**src/rtl/core/ldf_pkg.sv**
```systemverilog
package ldf_pkg;

   localparam int PKT_LEN  = 22;
   localparam int PTR_W    = 5;
   localparam int ACC_W    = 26;
   localparam int CHK_W    = 15;
   localparam int CSR_IDX_W = 1;

   // byte positions inside a packet
   localparam logic [PTR_W-1:0] POS_INDEX    = 5'd1;
   localparam logic [PTR_W-1:0] POS_SPEED_LO = 5'd2;
   localparam logic [PTR_W-1:0] POS_SPEED_HI = 5'd3;
   localparam logic [PTR_W-1:0] POS_LAST_RD  = 5'd19;
   localparam logic [PTR_W-1:0] POS_CHK_HI   = 5'd21;

   // register indexes
   localparam logic [CSR_IDX_W-1:0] CSR_START_BYTE = 1'd0;
   localparam logic [CSR_IDX_W-1:0] CSR_INDEX_BASE = 1'd1;

   localparam logic [7:0] START_BYTE_RST = 8'd250;
   localparam logic [7:0] INDEX_BASE_RST = 8'd160;

   // byte lanes of one 4-byte reading
   typedef enum logic [1:0] {
      LANE_DIST_LO = 2'd0,
      LANE_DIST_HI = 2'd1,
      LANE_STR_LO  = 2'd2,
      LANE_STR_HI  = 2'd3
   } lane_type;

   // grouped emission status between the sequencer and the result register
   typedef struct packed {
      logic consume;
      logic final_byte;
      logic out_free;
   } emit_ctl_type;

endpackage

```
**src/rtl/core/ldf_ram.sv**
```systemverilog
module ldf_ram #(
   parameter int Width = 8,
   parameter int Depth = 22
) (
   input  logic                     clock,
   input  logic                     wr_en,
   input  logic [$clog2(Depth)-1:0] wr_addr,
   input  logic [Width-1:0]         wr_data,
   input  logic                     rd_en,
   input  logic [$clog2(Depth)-1:0] rd_addr,
   output logic [Width-1:0]         rd_data
);

   logic [Width-1:0] mem_ff [Depth];
   logic [Width-1:0] rd_data_ff;

   always_ff @(posedge clock) begin
      if (wr_en) begin
         mem_ff[wr_addr] <= wr_data;
      end
      // hold read data until the next read
      if (rd_en) begin
         rd_data_ff <= mem_ff[rd_addr];
      end
   end

   assign rd_data = rd_data_ff;

endmodule

```
**src/rtl/core/lidar_packet_deframer_top.sv**
```systemverilog
// Lidar packet deframer.
// Request channel (req_valid/req_ready/req_rx_byte) carries one serial byte
// per request. The block hunts for the start byte, then collects a 22-byte
// packet into a small packet RAM while it folds the checksum on the fly.
// Bytes are taken one per cycle while a packet is collected.
// When the checksum of a complete packet matches, the block reads the
// packet back from the RAM, one byte per cycle unless a result waits for
// the receiver, and emits four results on the rsp_ channel (angle,
// distance, strength, flags, speed, last mark). Each result is formed once
// the last byte of its reading is read back. During this readback
// req_ready is low. A bad packet is dropped silently and does not stall
// requests.
// A stalled receiver holds the result register; the readback pauses
// behind it, and new bytes are taken again once the readback is done even
// if the last result still waits.
// Configuration (csr_wr_en/csr_index/csr_wdata) sets the start byte and the
// index base; write it only while idle. Reset returns to hunting, loads the
// default start byte 250 and index base 160, and empties the result slot.
module lidar_packet_deframer_top (
   input  logic        clock,
   input  logic        reset,
   input  logic        req_valid,
   output logic        req_ready,
   input  logic [7:0]  req_rx_byte,
   output logic        rsp_valid,
   input  logic        rsp_ready,
   output logic [15:0] rsp_angle,
   output logic [13:0] rsp_distance,
   output logic [15:0] rsp_strength,
   output logic        rsp_is_valid,
   output logic        rsp_is_strong,
   output logic [15:0] rsp_speed_raw,
   output logic        rsp_last,
   input  logic        csr_wr_en,
   input  logic [ldf_pkg::CSR_IDX_W-1:0] csr_index,
   input  logic [7:0]  csr_wdata
);

   // configuration
   logic [7:0] start_byte_ff;
   logic [7:0] index_base_ff;

   // frame collection
   logic                        in_packet_ff, in_packet_in;
   logic [ldf_pkg::PTR_W-1:0]   byte_count_ff, byte_count_in;
   logic [ldf_pkg::ACC_W-1:0]   acc_ff, acc_in;
   logic [7:0]                  low_hold_ff, low_hold_in;
   logic                        req_accept;
   logic                        emit_start;
   logic [ldf_pkg::ACC_W-1:0]   acc_step;
   logic [15:0]                 fold_sum;
   logic [ldf_pkg::CHK_W-1:0]   chk;
   logic                        chk_ok;

   // packet RAM ports
   logic                        ram_wr_en;
   logic [ldf_pkg::PTR_W-1:0]   ram_wr_addr;
   logic                        ram_rd_en;
   logic [7:0]                  ram_rd_data;

   // readback sequencer
   logic                        emit_busy_ff;
   logic [ldf_pkg::PTR_W-1:0]   iss_addr_ff;
   logic                        iss_done_ff;
   logic                        pend_ff;
   logic [ldf_pkg::PTR_W-1:0]   pend_addr_ff;
   ldf_pkg::emit_ctl_type       ctl;
   ldf_pkg::lane_type           lane;
   logic [1:0]                  rd_num;
   logic                        bad;

   // fields gathered during readback
   logic [15:0] group_ff;
   logic [15:0] speed_ff;
   logic [7:0]  dist_lo_ff;
   logic [7:0]  dist_hi_ff;
   logic [7:0]  str_lo_ff;

   // result register
   logic        rsp_valid_ff;
   logic [15:0] rsp_angle_ff;
   logic [13:0] rsp_distance_ff;
   logic [15:0] rsp_strength_ff;
   logic        rsp_is_valid_ff;
   logic        rsp_is_strong_ff;
   logic [15:0] rsp_speed_raw_ff;
   logic        rsp_last_ff;

   // ------------------------------------------------------------------
   // Configuration registers
   // ------------------------------------------------------------------
   always_ff @(posedge clock) begin
      if (reset) begin
         start_byte_ff <= ldf_pkg::START_BYTE_RST;
         index_base_ff <= ldf_pkg::INDEX_BASE_RST;
      end else if (csr_wr_en) begin
         if (csr_index == ldf_pkg::CSR_START_BYTE) begin
            start_byte_ff <= csr_wdata;
         end
         if (csr_index == ldf_pkg::CSR_INDEX_BASE) begin
            index_base_ff <= csr_wdata;
         end
      end
   end

   // ------------------------------------------------------------------
   // Frame collection and running checksum
   // ------------------------------------------------------------------
   // Stall requests while the packet RAM is read back.
   assign req_ready  = !emit_busy_ff;
   assign req_accept = req_valid && req_ready;

   // chk = chk*2 + little-endian word, kept to 26 bits
   assign acc_step = {acc_ff[ldf_pkg::ACC_W-2:0], 1'b0}
                   + {{(ldf_pkg::ACC_W-16){1'b0}}, req_rx_byte, low_hold_ff};
   // fold the upper bits back into the low 15
   assign fold_sum = {1'b0, acc_ff[ldf_pkg::CHK_W-1:0]}
                   + {5'b0, acc_ff[ldf_pkg::ACC_W-1:ldf_pkg::CHK_W]};
   assign chk      = fold_sum[ldf_pkg::CHK_W-1:0];
   // low checksum byte sits in low_hold_ff, high byte is arriving now
   assign chk_ok   = (chk[7:0] == low_hold_ff) && ({1'b0, chk[14:8]} == req_rx_byte);

   assign ram_wr_en   = req_accept && (in_packet_ff || (req_rx_byte == start_byte_ff));
   assign ram_wr_addr = in_packet_ff ? byte_count_ff : '0;

   always_comb begin
      in_packet_in  = in_packet_ff;
      byte_count_in = byte_count_ff;
      acc_in        = acc_ff;
      low_hold_in   = low_hold_ff;
      emit_start    = 1'b0;
      if (req_accept) begin
         if (!in_packet_ff) begin
            // open a packet on the start byte, drop anything else
            if (req_rx_byte == start_byte_ff) begin
               in_packet_in  = 1'b1;
               byte_count_in = 5'd1;
               acc_in        = '0;
               low_hold_in   = req_rx_byte;
            end
         end else if (byte_count_ff == ldf_pkg::POS_CHK_HI) begin
            // packet complete: check and return to hunting
            emit_start    = chk_ok;
            in_packet_in  = 1'b0;
            byte_count_in = '0;
            acc_in        = '0;
            low_hold_in   = '0;
         end else begin
            byte_count_in = byte_count_ff + 5'd1;
            if (!byte_count_ff[0]) begin
               low_hold_in = req_rx_byte;
            end else begin
               acc_in = acc_step;
            end
         end
      end
   end

   always_ff @(posedge clock) begin
      if (reset) begin
         in_packet_ff  <= 1'b0;
         byte_count_ff <= '0;
         acc_ff        <= '0;
         low_hold_ff   <= '0;
      end else begin
         in_packet_ff  <= in_packet_in;
         byte_count_ff <= byte_count_in;
         acc_ff        <= acc_in;
         low_hold_ff   <= low_hold_in;
      end
   end

   // ------------------------------------------------------------------
   // Packet RAM
   // ------------------------------------------------------------------
   ldf_ram #(
      .Width (8),
      .Depth (ldf_pkg::PKT_LEN)
   ) u_pkt_ram (
      .clock   (clock),
      .wr_en   (ram_wr_en),
      .wr_addr (ram_wr_addr),
      .wr_data (req_rx_byte),
      .rd_en   (ram_rd_en),
      .rd_addr (iss_addr_ff),
      .rd_data (ram_rd_data)
   );

   // ------------------------------------------------------------------
   // Readback sequencer: issue addresses 1..19, one read in flight.
   // The RAM holds its read data until the byte is consumed; the last
   // byte of a reading waits for a free result slot.
   // ------------------------------------------------------------------
   assign lane           = ldf_pkg::lane_type'(pend_addr_ff[1:0]);
   assign ctl.final_byte = (lane == ldf_pkg::LANE_STR_HI) && (pend_addr_ff[4:2] != 3'd0);
   assign ctl.out_free   = !rsp_valid_ff || rsp_ready;
   assign ctl.consume    = pend_ff && (!ctl.final_byte || ctl.out_free);
   assign ram_rd_en      = emit_busy_ff && !iss_done_ff && (!pend_ff || ctl.consume);

   // reading number 0..3 from the byte address (4..7 -> 0, ..., 16..19 -> 3)
   assign rd_num = pend_addr_ff[3:2] - 2'd1;
   assign bad    = dist_hi_ff[7] || dist_hi_ff[6];

   always_ff @(posedge clock) begin
      if (reset) begin
         emit_busy_ff <= 1'b0;
         iss_addr_ff  <= ldf_pkg::POS_INDEX;
         iss_done_ff  <= 1'b0;
         pend_ff      <= 1'b0;
      end else begin
         if (emit_start) begin
            emit_busy_ff <= 1'b1;
            iss_addr_ff  <= ldf_pkg::POS_INDEX;
            iss_done_ff  <= 1'b0;
         end else begin
            if (ctl.consume && (pend_addr_ff == ldf_pkg::POS_LAST_RD)) begin
               emit_busy_ff <= 1'b0;
            end
            if (ram_rd_en) begin
               iss_addr_ff <= iss_addr_ff + 5'd1;
               if (iss_addr_ff == ldf_pkg::POS_LAST_RD) begin
                  iss_done_ff <= 1'b1;
               end
            end
         end
         if (ram_rd_en) begin
            pend_ff <= 1'b1;
         end else if (ctl.consume) begin
            pend_ff <= 1'b0;
         end
      end
   end

   // gather packet fields as bytes come back
   always_ff @(posedge clock) begin
      if (ram_rd_en) begin
         pend_addr_ff <= iss_addr_ff;
      end
      if (ctl.consume) begin
         case (pend_addr_ff)
            ldf_pkg::POS_INDEX: begin
               group_ff <= ({8'd0, ram_rd_data} - {8'd0, index_base_ff}) << 2;
            end
            ldf_pkg::POS_SPEED_LO: begin
               speed_ff[7:0] <= ram_rd_data;
            end
            ldf_pkg::POS_SPEED_HI: begin
               speed_ff[15:8] <= ram_rd_data;
            end
            default: begin
               case (lane)
                  ldf_pkg::LANE_DIST_LO: dist_lo_ff <= ram_rd_data;
                  ldf_pkg::LANE_DIST_HI: dist_hi_ff <= ram_rd_data;
                  ldf_pkg::LANE_STR_LO:  str_lo_ff  <= ram_rd_data;
                  default: ;
               endcase
            end
         endcase
      end
   end

   // ------------------------------------------------------------------
   // Result register
   // ------------------------------------------------------------------
   always_ff @(posedge clock) begin
      if (reset) begin
         rsp_valid_ff <= 1'b0;
      end else if (ctl.consume && ctl.final_byte) begin
         rsp_valid_ff <= 1'b1;
      end else if (rsp_ready) begin
         rsp_valid_ff <= 1'b0;
      end
   end

   always_ff @(posedge clock) begin
      if (ctl.consume && ctl.final_byte) begin
         rsp_angle_ff     <= group_ff + {14'd0, rd_num};
         // drop distance and strength when either flag is set
         rsp_distance_ff  <= bad ? 14'd0 : {dist_hi_ff[5:0], dist_lo_ff};
         rsp_strength_ff  <= bad ? 16'd0 : {ram_rd_data, str_lo_ff};
         rsp_is_valid_ff  <= !dist_hi_ff[7];
         rsp_is_strong_ff <= !dist_hi_ff[6];
         rsp_speed_raw_ff <= speed_ff;
         rsp_last_ff      <= (pend_addr_ff == ldf_pkg::POS_LAST_RD);
      end
   end

   assign rsp_valid     = rsp_valid_ff;
   assign rsp_angle     = rsp_angle_ff;
   assign rsp_distance  = rsp_distance_ff;
   assign rsp_strength  = rsp_strength_ff;
   assign rsp_is_valid  = rsp_is_valid_ff;
   assign rsp_is_strong = rsp_is_strong_ff;
   assign rsp_speed_raw = rsp_speed_raw_ff;
   assign rsp_last      = rsp_last_ff;

`ifndef SYNTHESIS
   // no packet byte may land in the RAM while it is read back
   a_no_write_in_readback: assert property (@(posedge clock) disable iff (reset)
      emit_busy_ff |-> !ram_wr_en)
      else $error("packet RAM written during readback");

   // the byte counter stays inside the packet and is zero while hunting
   a_count_range: assert property (@(posedge clock) disable iff (reset)
      (in_packet_ff && (byte_count_ff <= ldf_pkg::POS_CHK_HI))
      || (!in_packet_ff && (byte_count_ff == '0)))
      else $error("byte counter out of range");

   // a pending read never points outside the readback window
   a_pend_addr: assert property (@(posedge clock) disable iff (reset)
      pend_ff |-> ((pend_addr_ff >= ldf_pkg::POS_INDEX)
                   && (pend_addr_ff <= ldf_pkg::POS_LAST_RD)))
      else $error("pending read address outside packet readings");

   // a new read never overwrites a byte that was not consumed
   a_no_overrun: assert property (@(posedge clock) disable iff (reset)
      ram_rd_en |-> (!pend_ff || ctl.consume))
      else $error("read data overwritten before use");

   // the readback ends together with the last result of the packet
   a_last_ends_readback: assert property (@(posedge clock) disable iff (reset)
      (ctl.consume && ctl.final_byte && (pend_addr_ff == ldf_pkg::POS_LAST_RD))
      |=> (rsp_valid_ff && rsp_last_ff && !emit_busy_ff))
      else $error("last result not aligned with end of readback");
`endif

endmodule

```
**config.mk**
```make
export PLATFORM = sky130hd
export DESIGN_NAME = lidar_packet_deframer_top
export DESIGN_NICKNAME = d
export VERILOG_FILES = /design/src/rtl/core/ldf_pkg.sv /design/src/rtl/core/ldf_ram.sv /design/src/rtl/core/lidar_packet_deframer_top.sv
export SDC_FILE = /design/constraint.sdc
export NUM_CORES = 1
export LEC_CHECK = 0
export ABC_AREA = 1
export BUFFER_PORTS_ARGS = -buffer_cell sky130_fd_sc_hd__buf_2
export CAP_MARGIN = 20
export CORE_AREA = 2 2 205 167
export DETAILED_ROUTE_END_ITERATION = 12
export DIE_AREA = 0 0 207 169
export PLACE_DENSITY_LB_ADDON = 0.2
export SYNTH_ARGS = -nofsm -noshare
export SYNTH_HDL_FRONTEND = slang
export SYNTH_SLANG_ARGS = --single-unit
```
**constraint.sdc**
```tcl
create_clock -name clock -period 5.55 [get_ports clock]
set_clock_uncertainty 0.05 [all_clocks]
set_input_delay 0.8325 -clock clock [delete_from_list [all_inputs] [get_ports clock]]
set_output_delay 0.8325 -clock clock [all_outputs]
set_load 0.05 [all_outputs]
```
==> results.md, run 1 <==
* GRT Overall Usage at 21.4%
* Worst Path Arrival at 3.45 ns
* Slowest-stage cell, CP: nor2_1
* Post-synth EDFFs at 298
* Root buffer cell: clkbuf_16
* Pre-antenna DRT Iters at 5
* Most frequent cells after synthesis: edfxtp_1 (298), nand2_1 (258), nor2_1 (211)
* Final TNS setup at 0 ns
* HPWL after DPL at 25.3 mm
* Number of max-cap violations at 0
* Yosys cell types at 46
* DRT iter0 DRCs at 855
* Reg2reg start: emit_busy_ff
* Switching share of total power at 20.3%
* Vias/cell at 5.47
* Register-to-Register Path Depth at 5
* Peak supply drop at 0.186 mV
* FF+latch area at 10,300 um2
* Post-synth ARST share at 0%
* Fraction of layout cells with a size suffix above 1 at 11.0%
* # IOs at 89
* CP Class: input pin to flip-flop
* Die X at 207 um
* # clock sinks at 363
* Crit Path Max Fanout at 27
* Antenna cells at 0
* Remaining DRCs at 0
* Synth warn at 0
* Area contributors post-synth: edfxtp_1 (56%), dfxtp_1 (8.2%), nand2_1 (6.1%), nor2_1 (5.0%), o21ai_0 (3.7%)
* Worst R2R End: u_pkt_ram.mem_ff[6][3]
* Pleak at 0.00682 uW
* Share of the synthesized area in the top cell type at 56.3%
* H-tree Lvls at 2
* Setup violators final at 0
* Comb power frac at 2.2%
* Vias at 11,300
* GPL Wtd Cong at 0.869
* Syn Area/Cell at 10.5 um2
* Post-route ant nets at 0
* Sequential share of the synthesized area at 64.5%
* Area growth from synthesis to layout at 12.9%
* Multi-input gate area at 4830 um2
* Status: finished clean
* Global-route wire length before repair at 58.3 mm
* Clock-pin slew on the worst setup and hold paths at 0.06 ns
* Routed len/inst at 18.2 um
* Total internal power at 4380 uW
* Worst Setup Start Kind: input pin
* Largest stage delay, worst path at 0.71 ns
* Hold Vio Cnt, Final at 0
* Postcts setup bufs at 0
* Worst setup startpoint: req_rx_byte[3]
* Post-Syn Nets at 1,572
* Clk pwr share at 44.2%
* Min-delay src: group_ff[6]
* Slew HR at 33.1%
* Num rows at 60
* CP Cell Sequence: buf_2 -> o21ai_0 -> nor2_1 -> nand4_1 -> o21ai_2 -> nand4_1 -> nor2_1
* Switching Power at 1120 uW
* Die Height at 169 um
* Top_reg_cell synth: edfxtp_1
* Crit. End Element: flip-flop
* Synthesized flop and latch total at 363
* Part of the cycle the worst path needs at 60.4%
* Core Area at 33,000 um2
* Cell Area, Synth at 15,900 um2
* Pwr Total at 5500 uW
* CTS Buf Count at 38
* Top-count cell post-synth: edfxtp_1
* Fill count at 2,930
* Hold_buf cts at 0
* Clock buffer depth at 3
* Clk Latency, worst-skew pair at 0.53 ns
* Minimum clock period at 3.35 ns
* Least-Margin Pin Slew at 1.00 ns
* Yosys top cell by area: edfxtp_1
* GRT Residual Overflow at 0
* Fin Hold WS at 0.365 ns
* CTS tree: done
* Final wirelength at 37.4 mm
* Initial antenna violation count at 0
* Post-CTS Resized at 0
* Hold path depth at 0
* Worst EP required at 5.65 ns
* Worst min path class: flip-flop to flip-flop
* Power per cell area at 306 nW/um2
* Fin util at 54.3%
* Max Fclk at 298 MHz
* DIE AREA at 35,000 um2
* Largest net degree at the start of global routing at 90
* Max Slew Vio Count at 0
* Port bufs at 88
* Vias in the first global route at 10,600
* Final net count at 1,661
* Register share of total power at 53.6%
* Post-Synthesis Cells at 1,509
* Unrepaired setup endpoints after global routing: no
* Starting Density at 48.1%
* Crit path capture: u_pkt_ram.mem_ff[6][3]
* R2R setup slack at 2.55 ns
==> layout by cell type (no fill, tap or decap), drive strengths merged, types with 2 or more instances in the layout <==
master  synthesis  layout
o22ai          28      28
nand4          18      18
clkinv          0      12
ha             38      38
edfxtp        298     298
or2             9       9
nand3b          2       2
nand3          80      80
xor2           19      19
buf            19     101
o21a            3       3
clkbuf         34      54
a32o            2       2
o21ai         119     119
xnor2          12      12
o211a           2       2
dfxtp          65      65
nand2         261     261
fa              3       3
o211ai         11      11
nor3           11      11
inv           155     157
a21o            4       4
a41oi           3       3
nor2          213     213
o221ai         14      14
a21oi          78      78
nor4            2       2
==> power groups by stage <==
stage	logic, uW	clock network (uW)	registers, uW
floorplan	60.4	0	3000
global placement	118	0	3000
finish	121	2430	2940
global route	135	2590	2940
CTS	120	2470	2940
detailed placement	120	0	3000
==> worst max-delay path: cells and delay by family <==
kind	cells	cell delay [ns]
buffers and inverters	1	0.51
AND/OR/NAND/NOR	4	1.48
AO/OA/AOI/OAI	2	0.62
==> per-stage QoR <==
stage                     worst slack, ns  std cells  instance area, um2
after floorplan                      1.49       1509               15900
after global placement               1.78       1991               16700
after detailed placement             1.78       1991               16700
after CTS                            2.32       2059               17900
after global routing                 1.97       2060               17900
final                                2.20       2060               17900
==> sequential cells by signal (all words and copies together) (netlist names), 5 cells and up <==
name / count
low_hold_ff: 8
pend_addr_ff: 5
str_lo_ff: 8
u_pkt_ram.mem_ff: 176
rsp_speed_raw: 16
u_pkt_ram.rd_data: 8
acc_ff: 26
group_ff: 9
rsp_strength: 16
dist_lo_ff: 8
start_byte_ff: 8
byte_count_ff: 5
rsp_distance: 14
rsp_angle: 11
speed_ff: 16
iss_addr_ff: 5
index_base_ff: 8
dist_hi_ff: 8
==> area by class of cell <==
class	count	area share, %
clock buffer	53	6.22
inverter	155	3.24
multi-input combinational	938	26.9
tap	434	3.03
sequential	363	57.1
clock inverter	15	0.453
timing repair buffer	102	3.04
==> logic make-up (layout without fill, tap and decap cells) <==
kind of cell    after synthesis  count (layout)  share of synthesized area (%)
simple gates                597             597                           15.6
flops                       363             363                           64.5
compound gates              269             269                           9.62
buf+inv                     208             325                           5.20
fa+ha+maj                    41              41                           3.37
xor+xnor                     31              31                           1.71
==> per-layer routing <==
metal	share of wire (%)	wire [um]	track usage (%)	vias up
li1	-	-	-	5399
met1	46	17300	31.0	5426
met2	45	16800	33.7	388
met3	7.2	2700	3.54	52
met4	1.9	709	5.68	0
met5	0	0	0	-
==> worst min path at each step <==
stage / to / slack (ns)
global route: rsp_speed_raw[6] / 0.37
floorplan: rsp_angle[14] / 0.35
global placement: rsp_angle[7] / 0.35
finish: rsp_angle[6] / 0.36
CTS: rsp_speed_raw[6] / 0.37
detailed placement: rsp_angle[3] / 0.35
No activity file was read; power rests on OpenSTA's default activity.
==> run 2, diff against run 1 <==
clock period = 3.1 ns   (was 5.55 ns; I/O delays follow)
==> results.md, run 2 (synthesis results as in run 1) <==
* CTS tree: done
* Switching Power at 2010 uW (+80%)
* GPL Wtd Cong at 0.913 (+5.1%)
* Final TNS setup at 0 ns (unchanged)
* GRT Overall Usage at 22.3% (+0.87 points)
* Final wirelength at 38.8 mm (+3.7%)
* Largest registers: u_pkt_ram.mem_ff: 176 flops, acc_ff: 26 flops
* Postcts setup bufs at 0 (unchanged)
* Slew HR at 33.8% (+0.75 points)
* Largest stage delay, worst path at 0.50 ns (-0.21 ns)
* Vias at 11,300 (+0.62%)
* Global-route wire length before repair at 60.4 mm (+3.7%)
* GRT Residual Overflow at 0 (unchanged)
* Power per cell area at 543 nW/um2 (+77%)
* Crit path top cell by count: nor2_1
* H-tree Lvls at 2 (unchanged)
* Vias in the first global route at 10,700 (+1.3%)
* Hold_buf cts at 0 (unchanged)
* Top reg by flops: u_pkt_ram.mem_ff
* Minimum clock period at 2.59 ns
* Hold Vio Cnt, Final at 0 (unchanged)
* Clock-pin slew on the worst setup and hold paths at 0.06 ns (about the same)
* Remaining DRCs at 0 (unchanged)
* Comb power frac at 2.3% (about the same)
* CP Class: flip-flop to flip-flop
* CP delay by family, top: simple AND/OR/NAND/NOR gates
* Worst min path class: input pin to flip-flop
* Most common cell after layout, fill and taps aside: edfxtp_1
* Most frequent cells in the layout: edfxtp_1 (298), nand2_1 (258), nor2_1 (210), inv_1 (153), o21ai_0 (116)
* Pleak at 0.00699 uW (+2.5%)
* CP Cell Sequence: ha_1 -> fa_1 -> nand2_1 -> nand3_1 -> nor2_1 -> nand3_1 -> nor2_1 -> nand4_1 -> nor2_1 -> nand4_1 -> nand2_2 -> nor2_1
* Largest net degree at the start of global routing at 86 (-4.4%)
* Peak supply drop at 0.369 mV (+99%)
* DIE AREA at 35,000 um2 (unchanged)
* Number of max-cap violations at 0 (unchanged)
* Num rows at 60 (unchanged)
* Die Height at 169 um (unchanged)
* Worst EP required at 3.47 ns (-2.18 ns)
* Slowest-stage cell, CP: fa_1
* # clock sinks at 363 (unchanged)
* Worst slack at placement at 0.499 ns (-1.28 ns)
* Final WS setup at 0.513 ns (-1.68 ns)
* Register share of total power at 53.3% (-0.3 points)
* Max Slew Vio Count at 0 (unchanged)
* Total internal power at 7880 uW (+80%)
* Root buffer cell: clkbuf_16
* Status: finished clean
* HPWL after DPL at 26.9 mm (+6.1%)
* CTS Buf Count at 38 (unchanged)
* Antenna cells at 0 (unchanged)
* DRT iter0 DRCs at 989 (+16%)
* Crit. End Element: flip-flop
* Post-CTS Resized at 0 (unchanged)
* Clk pwr share at 44.4% (+0.2 points)
* Post-route ant nets at 0 (unchanged)
* Flip-flop count of the largest register after layout at 176 (unchanged)
* Setup violators final at 0 (unchanged)
* Die X at 207 um (unchanged)
* Pwr Total at 9890 uW (+80%)
* Least-Margin Pin Slew at 0.990 ns (-0.0112 ns)
* Worst Setup Start Kind: flip-flop
* Pre-antenna DRT Iters at 5 (unchanged)
* Switching share of total power at 20.3% (+0.043 points)
* Area growth from synthesis to layout at 14.7%
* Unrepaired setup endpoints after global routing: no
* Starting Density at 48.1% (unchanged)
* Part of the cycle the worst path needs at 83.5%
* Final net count at 1,696 (+2.1%)
* Fraction of layout cells with a size suffix above 1 at 12.7% (+1.7 points)
* # IOs at 89 (unchanged)
* Initial antenna violation count at 0 (unchanged)
* Max Fclk at 387 MHz
* Crit Path Max Fanout at 6 (-78%)
* Clk Latency, worst-skew pair at 0.54 ns (about the same)
* Core Area at 33,000 um2 (unchanged)
* Routed len/inst at 18.5 um (+2.0%)
* Worst Path Buf+Inv at 0 (-1)
* Port bufs at 88 (unchanged)
* Vias/cell at 5.41 (-1.1%)
* Worst Path Arrival at 2.96 ns (-0.49 ns)
* Clock buffer depth at 3 (unchanged)
-- run 2: cell count changes in the layout (fill, tap and decap cells not counted) --
cell,delta
buf_12,+2
buf_4,+34
bufinv_16,+3
clkbuf_1,+1
clkbuf_16,-2
clkbuf_2,-1
clkbuf_4,-2
clkbuf_8,-4
clkinv_1,+2
clkinv_2,-1
clkinvlp_2,+3
inv_4,-1
inv_6,+2
inv_8,-1
-- run 2: area by class of cell --
cell class	instances	area, um2
Clock buffer	46	1000
Clock inverter	22	189
Fill cell	2885	14800
Inverter	155	582
Multi-Input combinational cell	938	4830
Sequential cell	363	10300
Tap cell	434	543
Timing Repair Buffer	137	833
-- run 2: path summary, 6_finish.rpt --
path / from / to / slack [ns] / cells after the start
max reg2reg: acc_ff[15] / iss_done_ff / 0.51 / 12
max: acc_ff[15] / iss_done_ff / 0.51 / 12
min: csr_wdata[7] / start_byte_ff[7] / 0.13 / 3
min reg2reg: speed_ff[3] / rsp_speed_raw[3] / 0.37 / 0
-- run 2: power groups by stage --
stage / Combinational (uW) / Sequential, uW / Clock [uW]
finish: 226 / 5270 / 4400
global route: 251 / 5270 / 4650
CTS: 226 / 5270 / 4470
detailed placement: 225 / 5370 / 0
global placement: 223 / 5380 / 0
floorplan: 108 / 5370 / 0
-- run 2: metrics by stage --
stage	util (%)	hold slack (ns)	instances	area, um2
2_1_floorplan	-	0.350	1509	15900
3_3_place_gp	51.6	0.352	2027	17000
3_5_place_dp	51.6	0.355	2027	17000
4_1_cts	55.2	0.116	2095	18200
5_1_grt	55.2	0.129	2095	18200
6_report	55.2	0.129	2095	18200
-- run 2: worst reg2reg max path, delay by kind of cell (launching register included) --
kind | cells | cell delay (ns)
simple gates | 10 | 1.15
flops | 1 | 0.45
fa+ha+maj | 2 | 0.84
-- run 2: layer usage --
layer	vias to the layer above	track usage, %	share of wire, %
met5	-	0	0
met4	0	5.96	2.3
met3	71	3.97	8.4
met2	431	34.8	44
met1	5370	32.3	45
li1	5463	-	-
==> run 3, diff against run 2 <==
ABC_AREA = 0   (was 1)
CORE_AREA = 2 2 202 165   (was 2 2 205 167)
DIE_AREA = 0 0 204 167   (was 0 0 207 169)
clock period = 2.6 ns   (was 3.1 ns; I/O delays follow)
==> results.md, run 3 <==
* Status: finished with violations
* Failing checks: setup timing
* Placed cell count at 1,691 (-17%)
* Most frequent cells after synthesis: edfxtp_1 (298), nand2_1 (102), dfxtp_1 (65)
* GRT Overall Usage at 20.6% (-1.7 points)
* Switching share of total power at 20.2% (-0.13 points)
* Port bufs at 88 (unchanged)
* Most common cell after layout, fill and taps aside: edfxtp_1
* CTS Buf Count at 37 (-2.6%)
* Share of the synthesized area in the top cell type at 57.7% (+1.4 points)
* Largest registers: u_pkt_ram.mem_ff: 176 flops, acc_ff: 26 flops
* Final WS setup at -0.0177 ns (-0.530 ns)
* DIE AREA at 34,100 um2 (-2.6%)
* Synthesized-area fraction occupied by adder cells at 3.45% (+0.084 points)
* Placed Area at 17,300 um2 (+1.4%)
* Pwr Total at 11,400 uW (+15%)
* Post-Synth Simple-Gate Area at 10.4% (-5.2 points)
* Antenna cells at 0 (unchanged)
* Pre-antenna DRT Iters at 5 (unchanged)
* Clock buffer depth at 3 (unchanged)
* Vias at 9,637 (-15%)
* Die X at 204 um (-1.4%)
* Mux share of post-synthesis cell area at 7.55% (+7.6 points)
* Slew HR at 49.7% (+16 points)
* Vias/cell at 5.46 (+0.92%)
* Fill count at 2,541 (-12%)
* Crit. End Element: flip-flop
* Most frequent cells in the layout: edfxtp_1 (298), buf_4 (122), nand2_1 (102), buf_2 (88), nor2_1 (60)
* XOR/XNOR Fraction of Synth Area at 2.99% (+1.3 points)
* Switching Power at 2310 uW (+15%)
* Area contributors post-synth: edfxtp_1 (58%), dfxtp_1 (8.4%), mux4_2 (7.0%), ha_1 (3.1%), nand2_1 (2.5%)
* H-tree Lvls at 2 (unchanged)
* Remaining DRCs at 0 (unchanged)
* Die Height at 167 um (-1.2%)
* HPWL after DPL at 24.4 mm (-9.2%)
* Fin util at 57.9% (+2.8 points)
* Sequential share of the synthesized area at 66.1% (+1.6 points)
* Post-Syn Nets at 1,166 (-26%)
* Syn Area/Cell at 14.1 um2 (+33%)
* Hold Vio Cnt, Final at 0 (unchanged)
* # IOs at 89 (unchanged)
* DR WL met3 at 2.05 mm (-37%)
* GRT Residual Overflow at 0 (unchanged)
* Final TNS setup at -0.0372 ns (-0.0372 ns)
* Worst EP required at 2.96 ns (-0.51 ns)
* DRT iter0 DRCs at 668 (-32%)
* Yosys top cell by area: edfxtp_1
* Largest family of logic cells by synthesized area: simple AND/OR/NAND/NOR gates
* Clk pwr share at 42.6% (-1.8 points)
* Worst Path Arrival at 2.98 ns (+0.02 ns)
* Power per cell area at 615 nW/um2 (+13%)
* Least-Margin Pin Slew at 0.752 ns (-0.238 ns)
* Met2 routed WL at 15.8 mm (-8.3%)
* Starting Density at 48.4% (+0.28 points)
* Yosys cell types at 57 (+24%)
* Core Area at 32,000 um2 (-3.0%)
* Top layer in use: met4
* Num rows at 59 (-1.7%)
* Max Fclk at 382 MHz (-1.2%)
* CP Class: flip-flop to flip-flop
* Minimum clock period at 2.62 ns (+0.0304 ns)
* CTS tree: done
* Crit Path Max Fanout at 6 (unchanged)
* Clk Latency, worst-skew pair at 0.53 ns (about the same)
* Root buffer cell: clkbuf_16
* Max Slew Vio Count at 0 (unchanged)
* Post-Synthesis Cells at 1,103 (-27%)
* Vias in the first global route at 9,250 (-14%)
* Setup violators final at 4 (+4)
* Initial antenna violation count at 0 (unchanged)
* Post-synth ARST share at 0% (unchanged)
* Final wirelength at 34.4 mm (-11%)
* R2R setup slack at -0.02 ns (-0.53 ns)
* GPL Wtd Cong at 0.819 (-10%)
* Final instance area at 18,600 um2 (+1.8%)
* Worst min path class: input pin to flip-flop
* Fraction of layout cells with a size suffix above 1 at 26.3% (+14 points)
* Clock-pin slew on the worst setup and hold paths at 0.06 ns (about the same)
* Peak supply drop at 0.419 mV (+14%)
* Flip-flop count of the largest register after layout at 176 (unchanged)
* Final net count at 1,373 (-19%)
* Worst Setup Start Kind: flip-flop
* Synth warn at 0 (unchanged)
* Top-count cell post-synth: edfxtp_1
* Pleak at 0.00659 uW (-5.8%)
* Synthesized flop and latch total at 363 (unchanged)
* Number of max-cap violations at 0 (unchanged)
* Routed len/inst at 19.5 um (+5.3%)
* Post-route ant nets at 0 (unchanged)
* Area growth from synthesis to layout at 19.7%
* M1 WL at 16.0 mm (-8.7%)
* Post-synth EDFFs at 298 (unchanged)
* Total internal power at 9110 uW (+16%)
* Largest net degree at the start of global routing at 61 (-29%)
* Synth Area in Compound Gates at 7.31% (-2.3 points)
* Part of the cycle the worst path needs at 101% (+17 points)
* Global-route wire length before repair at 53.4 mm (-12%)
* Unrepaired setup endpoints after global routing: yes
* Register share of total power at 55.0% (+1.7 points)
* Comb power frac at 2.4% (about the same)
* Post-route insts no fill at 1,765 (-16%)
* # clock sinks at 363 (unchanged)
* Top reg by flops: u_pkt_ram.mem_ff
* Cell Area, Synth at 15,500 um2 (-2.4%)
* Top_reg_cell synth: edfxtp_1
## run 3: cell types whose count changed in the layout (fill, tap and decap cells not counted), moves of 25 or more
cell | before | now
nand3_1 | 79 | 35
nand2_1 | 258 | 102
and2_1 | 1 | 33
o22ai_1 | 28 | 0
inv_1 | 153 | 34
a21oi_1 | 78 | 53
o21ai_0 | 116 | 36
buf_4 | 47 | 122
mux4_2 | 0 | 48
nor2_1 | 210 | 60
## run 3: metrics by stage
step / setup slack, ns / hold WS [ns]
finish: -0.0177 / 0.0458
global route: -0.135 / 0.0514
CTS: 0.00270 / 0.0297
detailed placement: -0.0954 / 0.355
global placement: -0.0738 / 0.353
floorplan: -0.177 / 0.350
## run 3: repair_timing
action                                  CTS  global route
endpoints found under the hold margin     0             0
pin swaps                                 4            11
gates resized for setup                  10            28
endpoints found under the setup margin    7            17
buffers inserted                          3             4
hold buffers                              0             0
## run 3: kinds of logic after synthesis
logic type      Yosys count
flops                   363
simple gates            325
compound gates          182
buf+inv                  82
mux                      57
xor+xnor                 53
fa+ha+maj                41
## run 3: worst paths after layout
| path | start | endpoint | depth (start not counted) |
|---|---|---|---|
| setup / recovery | acc_ff[10] | iss_addr_ff[0] | 10 |
| hold / removal | csr_wdata[6] | start_byte_ff[6] | 3 |
| setup reg to reg | acc_ff[10] | iss_addr_ff[0] | 10 |
| hold reg to reg | speed_ff[9] | rsp_speed_raw[9] | 0 |
## run 3: critical path, cell delays in order, from the launching register on
cell	delay (ns)
dfxtp_1	0.32
ha_1	0.41
buf_4	0.19
and3_1	0.17
a2111oi_1	0.42
nand3_1	0.14
o31ai_2	0.09
buf_4	0.17
nor4_4	0.04
buf_4	0.16
or3_1	0.33
## run 3: power by group through the flow
stage	clock, uW	sequential [uW]	combinational (uW)
floorplan	0	6400	122
global placement	0	6400	271
detailed placement	0	6400	276
CTS	4970	6280	278
global route	5200	6280	308
finish	4860	6280	279
## run 3: final cells by class
type                    instances  area (um2)  area share [%]
clock buffers                  47        1010            5.42
clock inverters                20         101           0.546
inverters                      34         128           0.687
multi-input cells             658        5080            27.3
flip-flops and latches        363       10300            55.3
well taps                     427         534            2.88
repair buffers                216        1460            7.86
## run 3: per-layer routing
layer	track usage, %	vias to the layer above
met1	30.2	4715
li1	-	4587
met5	0	-
met4	5.10	0
met3	3.64	53
met2	32.0	282
